## src/rtl/core/ttmc_fifo.sv

```systemverilog
module ttmc_fifo #(
  parameter int unsigned WIDTH = 8,
  parameter int unsigned DEPTH = 2
) (
  input  logic             clk_i,
  input  logic             rst_ni,
  input  logic             push_i,
  input  logic [WIDTH-1:0] push_data_i,
  output logic             full_o,
  input  logic             pop_i,
  output logic             valid_o,
  output logic [WIDTH-1:0] pop_data_o
);

  localparam int unsigned PW = (DEPTH > 1) ? $clog2(DEPTH) : 1;
  localparam int unsigned CW = $clog2(DEPTH + 1);

  logic [WIDTH-1:0] mem_q [DEPTH];
  logic [PW-1:0]    wr_ptr_q, wr_ptr_d, rd_ptr_q, rd_ptr_d;
  logic [CW-1:0]    count_q, count_d;
  logic             do_push, do_pop;

  assign full_o     = (count_q == CW'(DEPTH));
  assign valid_o    = (count_q != '0);
  assign pop_data_o = mem_q[rd_ptr_q];
  assign do_push    = push_i && !full_o;
  assign do_pop     = pop_i && valid_o;

  always_comb begin
    wr_ptr_d = wr_ptr_q;
    rd_ptr_d = rd_ptr_q;
    if (do_push) begin
      wr_ptr_d = (wr_ptr_q == PW'(DEPTH - 1)) ? '0 : wr_ptr_q + PW'(1);
    end
    if (do_pop) begin
      rd_ptr_d = (rd_ptr_q == PW'(DEPTH - 1)) ? '0 : rd_ptr_q + PW'(1);
    end
    count_d = count_q + CW'(do_push) - CW'(do_pop);
  end

  always_ff @(posedge clk_i or negedge rst_ni) begin
    if (!rst_ni) begin
      wr_ptr_q <= '0;
      rd_ptr_q <= '0;
      count_q  <= '0;
    end else begin
      wr_ptr_q <= wr_ptr_d;
      rd_ptr_q <= rd_ptr_d;
      count_q  <= count_d;
    end
  end

  always_ff @(posedge clk_i) begin
    if (do_push) begin
      mem_q[wr_ptr_q] <= push_data_i;
    end
  end

endmodule

```

## config.mk

```make
export PLATFORM = sky130hd
export DESIGN_NAME = ttmc_fifo
export DESIGN_NICKNAME = d
export VERILOG_FILES = /design/src/rtl/core/ttmc_fifo.sv
export SDC_FILE = /design/constraint.sdc
export NUM_CORES = 1
export LEC_CHECK = 0
export ABC_CLOCK_PERIOD_IN_PS = 1700
export BUFFER_PORTS_ARGS = -buffer_cell sky130_fd_sc_hd__buf_2
export CORE_MARGIN = 2
export CORE_UTILIZATION = 44
export DETAILED_ROUTE_END_ITERATION = 10
export PLACE_DENSITY = 0.79
export SYNTH_ARGS = -nofsm -noshare
export SYNTH_HDL_FRONTEND = slang
export SYNTH_SLANG_ARGS = --single-unit
```

## constraint.sdc

```tcl
create_clock -name clk_i -period 1.7 [get_ports clk_i]
set_clock_uncertainty 0.15 [all_clocks]
set_input_delay 0.17 -clock clk_i [delete_from_list [all_inputs] [get_ports clk_i]]
set_output_delay 0.17 -clock clk_i [all_outputs]
set_load 0.1 [all_outputs]
```

==> flow_summary.yaml, run 1 <==
drt:
  wl_met3_um: 49
  dr.first_iter.drc_count: 8
  vias_per_cell: 4.64
  wire_per_inst_um: 14.0
  vias: 483
  wirelength_mm: 1.45
  top_layer: "met4"
  met2_length_um: 832
  drcViolationCount: 0
  dr.pass1.iters: 2
  ant_nets: 0
  drt-met1-wl_um: 560
synth:
  synthMuxAreaShare: 0.115
  synth_nets: 57
  synthFlopType: "edfxtp_1"
  synthTopCellsByArea: "edfxtp_1 (62%), dfrtp_1 (13%), mux2_2 (12%)"
  yosysUniqueCellTypes: 14
  synthMostInstantiatedCell: "edfxtp_1"
  ys_seq_elements: 20
  synthTopCellsByCount: "edfxtp_1 (16), mux2_2 (8), dfrtp_1 (4)"
  postSynthAreaPerCell_sq_um: 18.2
  synthCells: 43
  synth_top_family_by_area: "multiplexers"
  synthesis.area_sq_um: 781
  synth_compound_area_frac: 0
  async_flop_share: 0.200
  yosys_warnings: 0
  synthSimpleGateAreaFrac: 0.0481
  synth_top_area_share: 0.615
  synth_edf_count: 16
  yosys.area_share.xor_xnor: 0.0449
  yosys.area.top_type: "edfxtp_1"
  synth_seq_area_share: 0.744
  synthAdderAreaFrac: 0.0321
timing:
  rsz0062_at_grt: "yes"
  min_period_ns: 1.73
  max_freq_mhz: 579
  fin_crit_sh: 1.02
  setup_ws_ns: -0.0285
  tightestPinTransition_ns: 0.378
  relSlewSlack: 0.748
  hold_viol: 0
  finalSetupViolations: 1
  drv_slew: 0
floorplan:
  start_util: 0.462
  die_h_um: 46.1
  die-area_sq_um: 2130
  die_x_um: 46.1
  io_pins: 22
  rows: 15
  core_sq_um: 1690
final_layout:
  final_cells: 104
  fill_cells: 125
  drive_above_1_share: 0.586
  area_growth_pct: 53.2
  diodes: 0
  layout.nets: 102
  regArea_sq_um: 582
  fin_util: 0.708
  multi_input_area_sq_um: 223
critical_path:
  reg2reg_slack_ns: -0.03
  cp_max_fo: 3
  end_kind: "flop"
  start_kind: "flop"
  r2r-start: "count_q[0]"
  worstRegToRegCells: 7
  slowest_stage: "dfrtp_1"
  r2r_end: "count_q[1]"
  crit_type: "reg2reg"
  crit_family: "flip-flops"
  crit_start: "count_q[0]"
  cp.arrival_ns: 1.76
  critical_path_depth: 7
  cp-endpoint: "count_q[1]"
  max_stage_delay_ns: 0.40
  crit_chain: "or2_4 > and2_4 > ha_4 > inv_2 > ha_4 > xnor2_2 > xnor2_1"
  cp_common_cell: "ha_4"
  crit_buf_inv: 1
  cp.required_ns: 1.73
clock_tree:
  clock-sinks: 20
  clk_pin_slew_ns: 0.10
  cts-htree-levels: 1
  cts_root_buf: "clkbuf_4"
  insertion_delay_ns: 0.28
  cts_buffer_depth: 2
  cts_buffers: 3
  cts_tree: "yes"
global_route:
  overflow: 0
  grt_first_pass_wirelength_mm: 2.21
  grt_usage: 0.157
  grt_max_degree: 12
  antenna_found_initial: 0
  grt_pass1_vias: 512
run_status:
  violations: "setup timing"
  outcome: "complete, but fails checks"
placement:
  gp_congestion: 0.615
  dp.cells: 85
  pre_cts_ws_ns: -0.0690
  io_buffers: 21
worst_hold_path:
  hp-class: "in2async"
flow_run:
  max_cap_violations: 0
-- cell usage in the layout (no fill, tap or decap) --
cell type	instances
and2_4	1
and3_1	1
buf_2	11
buf_4	12
buf_6	7
buf_8	1
clkbuf_4	4
clkinv_1	1
dfrtp_1	3
dfrtp_2	1
dlygate4sd3_1	9
edfxtp_1	16
ha_4	2
inv_1	1
inv_2	1
mux2_2	8
nand2_2	1
nand2b_1	1
nor2_1	1
or2_4	1
xnor2_1	2
xnor2_2	1
xor2_1	1
-- repair_timing --
item                       4_1_cts  5_1_grt
resized for setup               15       10
setup buffers                    5        1
hold endpoints to repair        20        0
pin swaps                        3        1
hold buffers                     9        0
setup endpoints to repair        9       10
-- flip-flops by register name, summed over array words and instances (netlist names) --
register  cells
mem_q        16
rd_ptr_q      1
count_q       2
wr_ptr_q      1
-- routing by layer --
layer  GRT usage  vias up
li1            -      241
met1       0.186      228
met2       0.264       12
met3      0.0353        2
met4      0.0800        0
met5           0        -
-- metrics by stage --
stage	hold slack (ns)	cell area, sq um	TNS (ns)
2_1_floorplan	-0.276	803	-0.224
3_3_place_gp	-0.169	962	-0.0276
3_5_place_dp	-0.163	962	-0.0690
4_1_cts	0.0535	1160	-0.0463
5_1_grt	0.0542	1200	-0.129
6_report	0.0599	1200	-0.0285
-- kinds of logic (layout without fill, tap and decap cells) --
kind of cell               Yosys count  count (layout)
DFF                                 20              20
muxes                                8               8
and+or+nand+nor                      6               6
xor gates and xnor gates             4               4
buffers and inverters                3              47
adders and majority gates            2               2
-- worst reg2reg max path, cell delays in order, from the launching register on --
cell	delay [ns]
dfrtp_1	0.40
or2_4	0.25
and2_4	0.15
ha_4	0.25
inv_2	0.03
ha_4	0.15
xnor2_2	0.12
xnor2_1	0.12
-- cell type report --
type,instances,share of cell area
Inverter,2,0.00628
Tap cell,17,0.0178
Clock inverter,1,0.00314
Timing Repair Buffer,41,0.281
Clock buffer,3,0.0188
Sequential cell,20,0.486
Multi-Input combinational cell,20,0.186
-- worst min path at each step --
stage / startpoint / end / slack, ns
floorplan: rst_ni / count_q[0] / -0.28
finish: rst_ni / count_q[0] / 0.06
CTS: rst_ni / count_q[0] / 0.05
global placement: rst_ni / count_q[0] / -0.17
detailed placement: rst_ni / count_q[0] / -0.16
global route: rst_ni / count_q[0] / 0.05
Power of run 1 is left out: the tool's default activity adds up to more than one toggle a clock period on the data nets, which glitch-free logic cannot reach.
==> inputs of run 2 (changes only) <==
Settings changed: CELL_PAD_IN_SITES_DETAIL_PLACEMENT set to 1, CELL_PAD_IN_SITES_GLOBAL_PLACEMENT set to 2, CORE_UTILIZATION 44 to 31.
==> flow_summary.yaml, run 2 (synthesized netlist as in run 1, its figures left out) <==
global_route:
  grt_first_pass_wirelength_mm: 2.17
  overflow: 0
  antenna_found_initial: 0
  grt_pass1_vias: 508
  grt_max_degree: 12
  grt_usage: 0.109
floorplan:
  rows: 18
  io_pins: 22
  core_sq_um: 2430
  start_util: 0.321
  die_x_um: 54.2
  die_h_um: 54.2
  die-area_sq_um: 2940
final_layout:
  diodes: 0
  layout_commonest_cell: "edfxtp_1"
  top_regs: "mem_q: 16 flops, count_q: 2 flops"
  largest_reg_flops: 16
  layout.nets: 103
  top_register: "mem_q"
  area_growth_pct: 59.1
  drive_above_1_share: 0.614
  final_cell_mix: "edfxtp_1 (16), buf_2 (12), buf_4 (12)"
  fin_util: 0.511
run_status:
  outcome: "complete, but fails checks"
  violations: "setup timing"
drt:
  dr.first_iter.drc_count: 2
  wire_per_inst_um: 12.1
  vias: 509
  drcViolationCount: 0
  dr.pass1.iters: 2
  wirelength_mm: 1.43
  vias_per_cell: 4.31
  ant_nets: 0
critical_path:
  cp.arrival_ns: 1.76
  cp.required_ns: 1.73
  crit_type: "reg2reg"
  end_kind: "flop"
  start_kind: "flop"
  cp_max_fo: 2
clock_tree:
  cts-htree-levels: 1
  cts_buffers: 3
  cts_tree: "yes"
  cts_root_buf: "clkbuf_4"
  insertion_delay_ns: 0.28
  clk_pin_slew_ns: 0.10
  cts_buffer_depth: 2
  clock-sinks: 20
timing:
  hold_viol: 0
  relSlewSlack: 0.677
  holdWs_ns: 0.0526
  setup_tns_ns: -0.0264
  finalSetupViolations: 1
  drv_slew: 0
  fin_crit_sh: 1.02
  setup_ws_ns: -0.0264
  max_freq_mhz: 579
  min_period_ns: 1.73
  tightestPinTransition_ns: 0.487
  rsz0062_at_grt: "yes"
flow_run:
  max_cap_violations: 0
placement:
  gp_congestion: 0.743
  pre_cts_ws_ns: -0.0492
  hpwl_um: 941
  io_buffers: 21
worst_hold_path:
  hp-class: "in2async"
[run 2: final timing paths]
kind / startpoint / endpoint / slack, ns / cells past startpoint
setup / recovery: count_q[0] / count_q[1] / -0.03 / 7
hold / removal: rst_ni / count_q[0] / 0.05 / 2
setup reg to reg: count_q[0] / count_q[1] / -0.03 / 7
hold reg to reg: wr_ptr_q / wr_ptr_q / 0.38 / 1
max in group asynchronous: rst_ni / rd_ptr_q / 1.22 / 2
min in group clk_i: push_i / wr_ptr_q / 0.13 / 4
[run 2: cell type report]
cell class / count / area, sq um
Fill cell: 262 / 1190
Tap cell: 30 / 37.5
Sequential cell: 20 / 582
Multi-Input combinational cell: 20 / 230
Inverter: 2 / 7.51
Clock buffer: 4 / 26.3
Timing Repair Buffer: 42 / 359
[run 2: stage by stage]
stage,cell area (sq um),instances
2_1_floorplan,803,43
3_3_place_gp,1000,99
3_5_place_dp,1000,99
4_1_cts,1190,117
5_1_grt,1240,118
6_report,1240,118
[run 2: per-layer routing]
metal,part of all wire,vias to the layer above,global-route usage
met5,0,-,0
met4,0,0,0.0500
met3,0.038,0,0.0250
met2,0.52,14,0.183
met1,0.44,251,0.133
li1,-,244,-
[run 2: what timing repair did]
item,4_1_cts,5_1_grt
resized for setup,15,11
hold buffers,9,0
hold endpoints to repair,20,0
pin swaps,4,2
endpoints found under the setup margin,10,18
buffers inserted,5,1
[run 2: worst max-delay path, cell delays in order (launching register included)]
cell	delay [ns]
dfrtp_1	0.39
or2_4	0.25
and2_4	0.15
ha_4	0.25
inv_2	0.03
ha_4	0.15
xnor2_2	0.13
xnor2_1	0.12
Power of run 2 is left out for the same reason.
