===== config.mk =====
export PLATFORM = sky130hd
export DESIGN_NAME = ttmc_front
export DESIGN_NICKNAME = d
export VERILOG_FILES = /design/src/rtl/core/ttmc_pkg.sv /design/src/rtl/core/ttmc_front.sv
export SDC_FILE = /design/constraint.sdc
export NUM_CORES = 1
export LEC_CHECK = 0
export ABC_AREA = 1
export BUFFER_PORTS_ARGS = -buffer_cell sky130_fd_sc_hd__buf_2
export CAP_MARGIN = 20
export CORE_MARGIN = 3
export CORE_UTILIZATION = 49
export CTS_BUF_LIST = sky130_fd_sc_hd__clkbuf_4
export CTS_CLUSTER_SIZE = 10
export DETAILED_ROUTE_END_ITERATION = 8
export HOLD_SLACK_MARGIN = 0.03
export PLACE_DENSITY = 0.71
export SKIP_LAST_GASP = 1
export SLEW_MARGIN = 20
export SYNTH_ARGS = -nofsm -noshare
export SYNTH_HDL_FRONTEND = slang
export SYNTH_SLANG_ARGS = --single-unit

===== constraint.sdc =====
create_clock -name clk_i -period 2.55 [get_ports clk_i]
set_input_delay 0.1275 -clock clk_i [delete_from_list [all_inputs] [get_ports clk_i]]
set_output_delay 0.1275 -clock clk_i [all_outputs]
set_load 0.005 [all_outputs]

===== src/rtl/core/ttmc_pkg.sv =====
package ttmc_pkg;

  // configuration port
  localparam int unsigned CFG_W     = 32;
  localparam int unsigned CFG_IDX_W = 3;

  localparam logic [CFG_IDX_W-1:0] REG_GAIN_X_FROM_X = 3'd0;
  localparam logic [CFG_IDX_W-1:0] REG_GAIN_X_FROM_Y = 3'd1;
  localparam logic [CFG_IDX_W-1:0] REG_OFFSET_X      = 3'd2;
  localparam logic [CFG_IDX_W-1:0] REG_GAIN_Y_FROM_X = 3'd3;
  localparam logic [CFG_IDX_W-1:0] REG_GAIN_Y_FROM_Y = 3'd4;
  localparam logic [CFG_IDX_W-1:0] REG_OFFSET_Y      = 3'd5;

  localparam logic [CFG_W-1:0] GAIN_UNITY = 32'h0001_0000;
  localparam logic [CFG_W-1:0] GAIN_ZERO  = 32'h0000_0000;

  // run and filter constants
  localparam int unsigned RUN_LENGTH = 10;
  localparam int unsigned CNT_W      = $clog2(RUN_LENGTH);
  localparam int unsigned SUM_XTRA   = $clog2(RUN_LENGTH);
  localparam int unsigned TRIM_SHIFT = 3;

  // affine output
  localparam int unsigned FRAC_BITS = 16;
  localparam int unsigned DISP_W    = 16;

  // affine coefficient set for one axis
  typedef struct packed {
    logic signed [CFG_W-1:0] gain_a;
    logic signed [CFG_W-1:0] gain_b;
    logic signed [CFG_W-1:0] offset;
  } axis_coef_t;

endpackage


===== src/rtl/core/ttmc_front.sv =====
module ttmc_front #(
  parameter int unsigned ADC_BITS = 12
) (
  input  logic                                clk_i,
  input  logic                                rst_ni,
  input  logic                                beat_i,
  input  logic [ADC_BITS-1:0]                 sample_x_i,
  input  logic [ADC_BITS-1:0]                 sample_y_i,
  input  logic                                pen_active_i,
  output logic                                push_o,
  // {ok, max_y, min_y, sum_y, max_x, min_x, sum_x}
  output logic [1+2*(ADC_BITS+ttmc_pkg::SUM_XTRA+2*ADC_BITS)-1:0] push_data_o
);
  import ttmc_pkg::*;

  localparam int unsigned SW = ADC_BITS + SUM_XTRA;

  logic [CNT_W-1:0]    count_q, count_d;
  logic [SW-1:0]       sum_x_q, sum_y_q, sum_x_d, sum_y_d;
  logic [ADC_BITS-1:0] min_x_q, max_x_q, min_y_q, max_y_q;
  logic [ADC_BITS-1:0] min_x_d, max_x_d, min_y_d, max_y_d;
  logic                first, done;

  assign first = (count_q == '0);
  assign done  = (count_q == CNT_W'(RUN_LENGTH - 1));

  always_comb begin
    if (first) begin
      sum_x_d = SW'(sample_x_i);
      sum_y_d = SW'(sample_y_i);
      min_x_d = sample_x_i;
      max_x_d = sample_x_i;
      min_y_d = sample_y_i;
      max_y_d = sample_y_i;
    end else begin
      sum_x_d = sum_x_q + SW'(sample_x_i);
      sum_y_d = sum_y_q + SW'(sample_y_i);
      min_x_d = (sample_x_i < min_x_q) ? sample_x_i : min_x_q;
      max_x_d = (sample_x_i > max_x_q) ? sample_x_i : max_x_q;
      min_y_d = (sample_y_i < min_y_q) ? sample_y_i : min_y_q;
      max_y_d = (sample_y_i > max_y_q) ? sample_y_i : max_y_q;
    end
  end

  // a run ends on its tenth sample or when the pen lifts before that
  assign push_o      = beat_i && (done || !pen_active_i);
  assign push_data_o = {done, max_y_d, min_y_d, sum_y_d, max_x_d, min_x_d, sum_x_d};

  always_comb begin
    count_d = count_q;
    if (beat_i) begin
      count_d = (done || !pen_active_i) ? '0 : count_q + CNT_W'(1);
    end
  end

  always_ff @(posedge clk_i or negedge rst_ni) begin
    if (!rst_ni) begin
      count_q <= '0;
    end else begin
      count_q <= count_d;
    end
  end

  always_ff @(posedge clk_i) begin
    if (beat_i) begin
      sum_x_q <= sum_x_d;
      sum_y_q <= sum_y_d;
      min_x_q <= min_x_d;
      max_x_q <= max_x_d;
      min_y_q <= min_y_d;
      max_y_q <= max_y_d;
    end
  end

endmodule


==> summary.md, run 1 <==
| Metric | Value |
|---|---|
| CP required | 2420 ps |
| Cell variety after synth | 32 |
| Vias | 5770 |
| CP max FO | 4 |
| Cells after Synth | 867 |
| Power per cell area | 719 nW/µm² |
| Hold Crit Class | input port to flip-flop |
| Total gr overflow | 0 |
| Top Metal Used | met4 |
| Crit path time final | 2450 ps |
| Placer Congestion | 0.869 |
| Initial detailed-routing violation count | 312 |
| Seq cells post-synth | 84 |
| Vias per cell | 4.96 |
| Max-cap viol count | 0 |
| Syn_nets | 970 |
| CTS sink cnt | 84 |
| Number of global-route vias before repair | 5429 |
| DRC errors left | 0 |
| Io pins | 110 |
| Synth warn | 0 |
| Antenna Cells | 0 |
| Antenna violations before repair | 0 |
| Post-synth EDFFs | 80 |
| Max Buffers Root-to-Sink | 2 |
| CP Capture Type | output port |
| Slowest CP cell | edfxtp_1 |
| CTS tree | done |
| Hold_ws | 61.5 ps |
| Die Span Y | 123 µm |
| Die ar. | 15100 µm² |
| CTS root buf | clkbuf_4 |
| WL met3 | 784 µm |
| Largest net degree at the start of global routing | 47 |
| Pleak | 4.09 nW |
| Wirelength per Cell | 13.9 µm |
| Area leader, netlist | edfxtp_1 |
| DR pass1 iterations | 5 |
| CTS H-tree depth | 3 |
| Multi-input logic area | 3610 µm² |
| Clock skew | 8.75 ps |
| Status | finished clean |
| Critical Setup Path Class | flip-flop to output port |
| Period utilization | 96.1% |
| Routed wire length | 16.2 mm |
| CP Launch Type | flip-flop |
| Slew HR | 60.4% |
| Peak supply drop | 0.531 mV |
| Largest delay share family, worst path | simple AND/OR/NAND/NOR gates |
| Antenna Nets Post-Route | 0 |
| Endpoints failing hold | 0 |
| Layout cells sized above 1 | 19.7% |
| Die extent in x | 123 µm |
| Nets | 1086 |
| Mapped Area | 6680 µm² |
| Synth Flop Type | edfxtp_1 |
| Sequential area share after synthesis | 37.4% |
| Yosys top cell area share | 35.9% |
| Starting density of the core | 50.3% |
| Syn Area/Cell | 7.71 µm² |
| Share of synthesized registers carrying an async set or reset | 4.76% |
| Fillers | 1265 |
| Final setup violation count | 0 |
| Slew Limit Fails | 0 |
| Fin util | 57.9% |
| Worst-Skew Late Latency | 460 ps |
| Met2 WL | 7.90 mm |
| RSZ-0062 raised after global routing | true |
| Register area | 2500 µm² |
| CTS buffer count | 9 |
| Buf/Inv on CP | 1 |
| Least-Margin Pin Slew | 594 ps |
| Gr usage total | 22.1% |
| P&R area growth vs syn | 15.3% |
| Worst-path clk slew | 140 ps |
| Core box area | 13300 µm² |
| CP max stage delay | 450 ps |
| PortBufs | 109 |
| Fmax | 408 MHz |
| Crit path DAT | 2320 ps |
| CP cell instances | ha_4 > fa_2 > nand2_2 > nand2_1 > nand3b_1 > nand2_2 > or2_2 > nand3_1 > nand2_1 > buf_2 |
| Number of cell rows | 42 |
| HPWL Detailed | 12.3 mm |
| Top cells by area, synth | edfxtp_1 36%, nand2_1 16%, ha_1 14% |
| WL met1 | 7.34 mm |
| First-pass GRT wire length | 26.1 mm |
==> state kept, by name, summed over array words and instances (netlist names) <==
register	count
sum_x_q	16
sum_y_q	16
max_x_q	12
max_y_q	12
min_x_q	12
min_y_q	12
count_q	4
==> path summary, 6_finish.rpt <==
kind                       depth (start not counted)  slack (ps)                   start                endpoint
max                                               10         100    sum_y_q[0]$_DFFE_PP_         push_data_o[46]
min                                                5          60            pen_active_i  count_q[0]$_DFFE_PN0P_
max reg2reg                                        9         580    sum_y_q[0]$_DFFE_PP_    sum_y_q[6]$_DFFE_PP_
min reg2reg                                        2         610  count_q[3]$_DFFE_PN0P_  count_q[3]$_DFFE_PN0P_
max in group asynchronous                          3        1830                  rst_ni  count_q[1]$_DFFE_PN0P_
min in group asynchronous                          3         550                  rst_ni  count_q[2]$_DFFE_PN0P_
==> per-layer routing <==
layer / vias to the layer above / global-route usage, %
met5: - / 0
met4: 0 / 4.06
met3: 11 / 4.52
met2: 135 / 39.0
met1: 2582 / 28.3
li1: 3042 / -
==> cell usage in the layout, fill, tap and decap left out, drive strengths merged <==
| master | instances |
|---|---|
| a21o | 4 |
| a21oi | 36 |
| a22oi | 2 |
| and2 | 2 |
| buf | 120 |
| bufinv | 2 |
| clkbuf | 9 |
| clkinv | 4 |
| dfrtp | 4 |
| dlygate4sd3 | 5 |
| edfxtp | 80 |
| fa | 2 |
| ha | 73 |
| inv | 131 |
| nand2 | 322 |
| nand3 | 86 |
| nand3b | 2 |
| nand4 | 11 |
| nor2 | 55 |
| nor3 | 4 |
| o21ai | 20 |
| or2 | 2 |
| xnor2 | 10 |
| xor2 | 2 |
==> through the flow <==
stage / area, µm² / total power [mW] / worst slack [ps] / instances / TNS [ps]
6_report: 7700 / 5.54 / 100 / 1164 / 0
4_1_cts: 7570 / 5.49 / 21.6 / 1158 / 0
3_5_place_dp: 7350 / 4.56 / 493 / 1137 / 0
5_1_grt: 7700 / 6.02 / -65.1 / 1164 / -99.6
3_3_place_gp: 7350 / 4.51 / 510 / 1137 / 0
2_1_floorplan: 6680 / 3.76 / 623 / 867 / 0
==> cell families (layout without fill, tap and decap cells) <==
group / count (synthesis) / after routing / share of synthesized area, %
AND/OR/NAND/NOR: 484 / 484 / 32.0
buffers and inverters: 150 / 271 / 9.77
flip-flops: 84 / 84 / 37.4
adder cells (fa/ha/maj): 75 / 75 / 14.3
AO/OA/AOI/OAI: 62 / 62 / 4.98
XOR/XNOR: 12 / 12 / 1.57
==> where the power goes <==
part / switching (mW) / total (mW) / internal (mW)
clock: 0.501 / 0.896 / 0.395
sequential: 0.120 / 1.97 / 1.85
combinational: 1.64 / 2.68 / 1.04
total: 2.26 / 5.54 / 3.28
==> Yosys cell counts, drive strengths merged (4+ instances only) <==
master / number
edfxtp: 80
nor3: 4
nand3: 86
nand2: 322
a21oi: 36
a21o: 4
xnor2: 10
ha: 73
nor2: 55
dfrtp: 4
nand4: 11
buf: 20
o21ai: 20
inv: 130
==> area by class of cell <==
class | instances | share of cell area (%)
multi-input cells | 633 | 46.9
flip-flops and latches | 84 | 32.5
repair buffers | 125 | 9.37
inverters | 130 | 6.33
well taps | 176 | 2.86
clock inverters | 7 | 1.17
clock buffers | 9 | 0.877
==> worst reg2reg max path: cells and delay by family (launching register included) <==
kind          cells  cell delay (ps)
simple gates      7              750
fa+ha+maj         2              550
flops             1              450
==> timing repair <==
item                                    in CTS  in global routing
resized for setup                            4                 19
pin swaps                                    0                  7
endpoints found under the setup margin      12                 55
hold endpoints to repair                     7                  0
buffers inserted                             0                  6
hold buffers                                 5                  0
(Power assumes the default switching activity.)
==> inputs of run 2 (changes only) <==
==> constraint.sdc (replaced) <==
create_clock -name clk_i -period 2.99 [get_ports clk_i]
set_input_delay 0.1495 -clock clk_i [delete_from_list [all_inputs] [get_ports clk_i]]
set_output_delay 0.1495 -clock clk_i [all_outputs]
set_load 0.005 [all_outputs]
==> run 2 against run 1 <==
Compared with the run above:
- critical path depth unchanged
- clock power is 24% lower
- largest power group unchanged
- wire length is 1.7% lower
- first-iteration DRC count grew 14%
- clock-buffer cell count unchanged
- core utilization decreased by 1.5 points
- largest cell class unchanged
- register-to-register slack gained 320 ps
- die area is the same
==> summary.md, run 2 (synthesized netlist as in run 1, its figures left out) <==
| Metric | Value |
|---|---|
| # resized after CTS | 0 (-4) |
| Slew HR | 66.1% (+5.7 points) |
| Antenna Nets Post-Route | 0 (unchanged) |
| Die ar. | 15100 µm² (unchanged) |
| Switching share of power | 41.6% (+0.85 points) |
| Critical Setup Path Class | flip-flop to output port |
| Worst-path clk slew | 140 ps (about the same) |
| Number of global-route vias before repair | 5135 (-5.4%) |
| Clk network pwr share | 15.0% (-1.2 points) |
| HPWL Detailed | 12.1 mm (-2.1%) |
| Largest net degree at the start of global routing | 49 (+4.3%) |
| Io pins | 110 (unchanged) |
| Final Power | 4.53 mW (-18%) |
| Antenna Cells | 0 (unchanged) |
| Peak supply drop | 0.384 mV (-28%) |
| Worst-Skew Late Latency | 460 ps (about the same) |
| Die Span Y | 123 µm (unchanged) |
| Final setup violation count | 0 (unchanged) |
| Clock skew | 17.0 ps (+8.23 ps) |
| Fin Setup TNS | 0 ps (unchanged) |
| Hold Crit Class | input port to flip-flop |
| Placer Congestion | 0.899 (+3.4%) |
| CTS root buf | clkbuf_4 |
| DR pass1 iterations | 4 (-1) |
| Fmax | 376 MHz |
| Crit path DAT | 2510 ps (+190 ps) |
| CTS tree | done |
| Register area | 2500 µm² (unchanged) |
| Wirelength per Cell | 13.7 µm (-1.1%) |
| Crit path time final | 2660 ps |
| # Post-CTS Setup Buffers | 0 (unchanged) |
| Number of cell rows | 42 (unchanged) |
| Multi-input logic area | 3530 µm² (-2.4%) |
| Total gr overflow | 0 (unchanged) |
| Fillers | 1288 (+1.8%) |
| RSZ-0062 raised after global routing | false |
| Layout cells sized above 1 | 18.3% (-1.4 points) |
| CP Launch Type | flip-flop |
| Initial detailed-routing violation count | 356 (+14%) |
| DP Area | 7340 µm² (about the same) |
| P&R area growth vs syn | 12.4% |
| First-pass GRT wire length | 25.0 mm (-4.3%) |
| Status | finished clean |
| Starting density of the core | 50.3% (unchanged) |
| Core box area | 13300 µm² (unchanged) |
| P_int | 2.65 mW (-19%) |
| CTS buffer count | 9 (unchanged) |
| Least-Margin Pin Slew | 509 ps (-85.5 ps) |
| CP required | 2840 ps (+420 ps) |
| Fin util | 56.5% (-1.5 points) |
| Final instance area | 7510 µm² (-2.5%) |
| Vias per cell | 5.05 (+1.9%) |
| Power per cell area | 603 nW/µm² (-16%) |
| Die extent in x | 123 µm (unchanged) |
| Flop pwr share | 37.0% (+1.5 points) |
| Most common cell after layout, fill and taps aside | nand2_1 |
| Switching pwr | 1.88 mW (-17%) |
| Gr usage total | 21.1% (-0.99 points) |
| CTS sink cnt | 84 (unchanged) |
| CP max FO | 3 (-1) |
| Most frequent cells in the layout | 289 x nand2_1, 126 x inv_1, 108 x buf_2 |
| Nets | 1079 (-0.64%) |
| Slew Limit Fails | 0 (unchanged) |
| Pleak | 4.02 nW (-1.7%) |
| DRC errors left | 0 (unchanged) |
| Antenna violations before repair | 0 (unchanged) |
| PortBufs | 109 (unchanged) |
| CP Capture Type | output port |
| Vias | 5846 (+1.3%) |
| Endpoints failing hold | 0 (unchanged) |
| Period utilization | 88.9% |
| Max-cap viol count | 0 (unchanged) |
| Setup WS post-layout | 332 ps (+232 ps) |
| Pre-CTS setup slack | 882 ps (+389 ps) |
| Routed wire length | 15.9 mm (-1.7%) |
| Max Buffers Root-to-Sink | 2 (unchanged) |
| Logic pwr share | 48.0% (-0.3 points) |
| CTS H-tree depth | 3 (unchanged) |
| Largest registers | sum_x_q: 16 flops, sum_y_q: 16 flops |
run 2: layout make-up:
class,count,share of cell area (%)
clock buffer,9,0.900
clock inverter,7,0.900
tap,176,2.93
timing repair buffer,118,8.46
multi-input combinational,633,47.0
sequential,84,33.3
inverter,130,6.50
run 2: what timing repair did:
item / 4_1_cts / 5_1_grt
endpoints found under the hold margin: 5 / 0
endpoints found under the setup margin: 0 / 0
hold buffers: 3 / 0
run 2: final timing paths:
path	startpoint	to	slack, ps	cells after the start
max in group asynchronous	rst_ni	count_q[1]$_DFFE_PN0P_	2250	3
min reg2reg	count_q[3]$_DFFE_PN0P_	count_q[3]$_DFFE_PN0P_	600	2
max reg2reg	sum_y_q[0]$_DFFE_PP_	sum_y_q[6]$_DFFE_PP_	900	9
min	sample_x_i[0]	max_x_q[0]$_DFFE_PP_	70	3
max	sum_x_q[0]$_DFFE_PP_	push_data_o[8]	330	10
min in group asynchronous	rst_ni	count_q[2]$_DFFE_PN0P_	580	3
run 2: layer usage:
metal  up-vias  share of wire, %  track usage, %
met5         -                 0               0
met4         0               1.4            6.23
met3        16               5.4            3.41
met2       155                48            36.1
met1      2652                45            27.6
li1       3023                 -               -
run 2: power by group through the flow:
stage               clock network [mW]  logic [mW]  registers, mW
finish                           0.682        2.17           1.67
detailed placement                   0        2.18           1.70
global route                     0.751        2.48           1.70
floorplan                            0        1.53           1.67
CTS                              0.706        2.19           1.67
global placement                     0        2.15           1.70
run 2: critical path: stages (launching register included):
cell and delay [ps]:
edfxtp_1 400, ha_1 230, fa_1 420, nand2_2 120, a21oi_2 80, nand2_1 70
nand2_1 80, nand2_1 70, nand2_1 40, o21ai_0 340, buf_2 190
run 2: per-stage QoR:
| step | instances | hold slack [ps] |
|---|---|---|
| 6_report | 1157 | 69.2 |
| 5_1_grt | 1157 | 52.4 |
| 4_1_cts | 1157 | 33.0 |
| 3_5_place_dp | 1138 | -41.3 |
| 3_3_place_gp | 1138 | -42.3 |
| 2_1_floorplan | 867 | -146 |
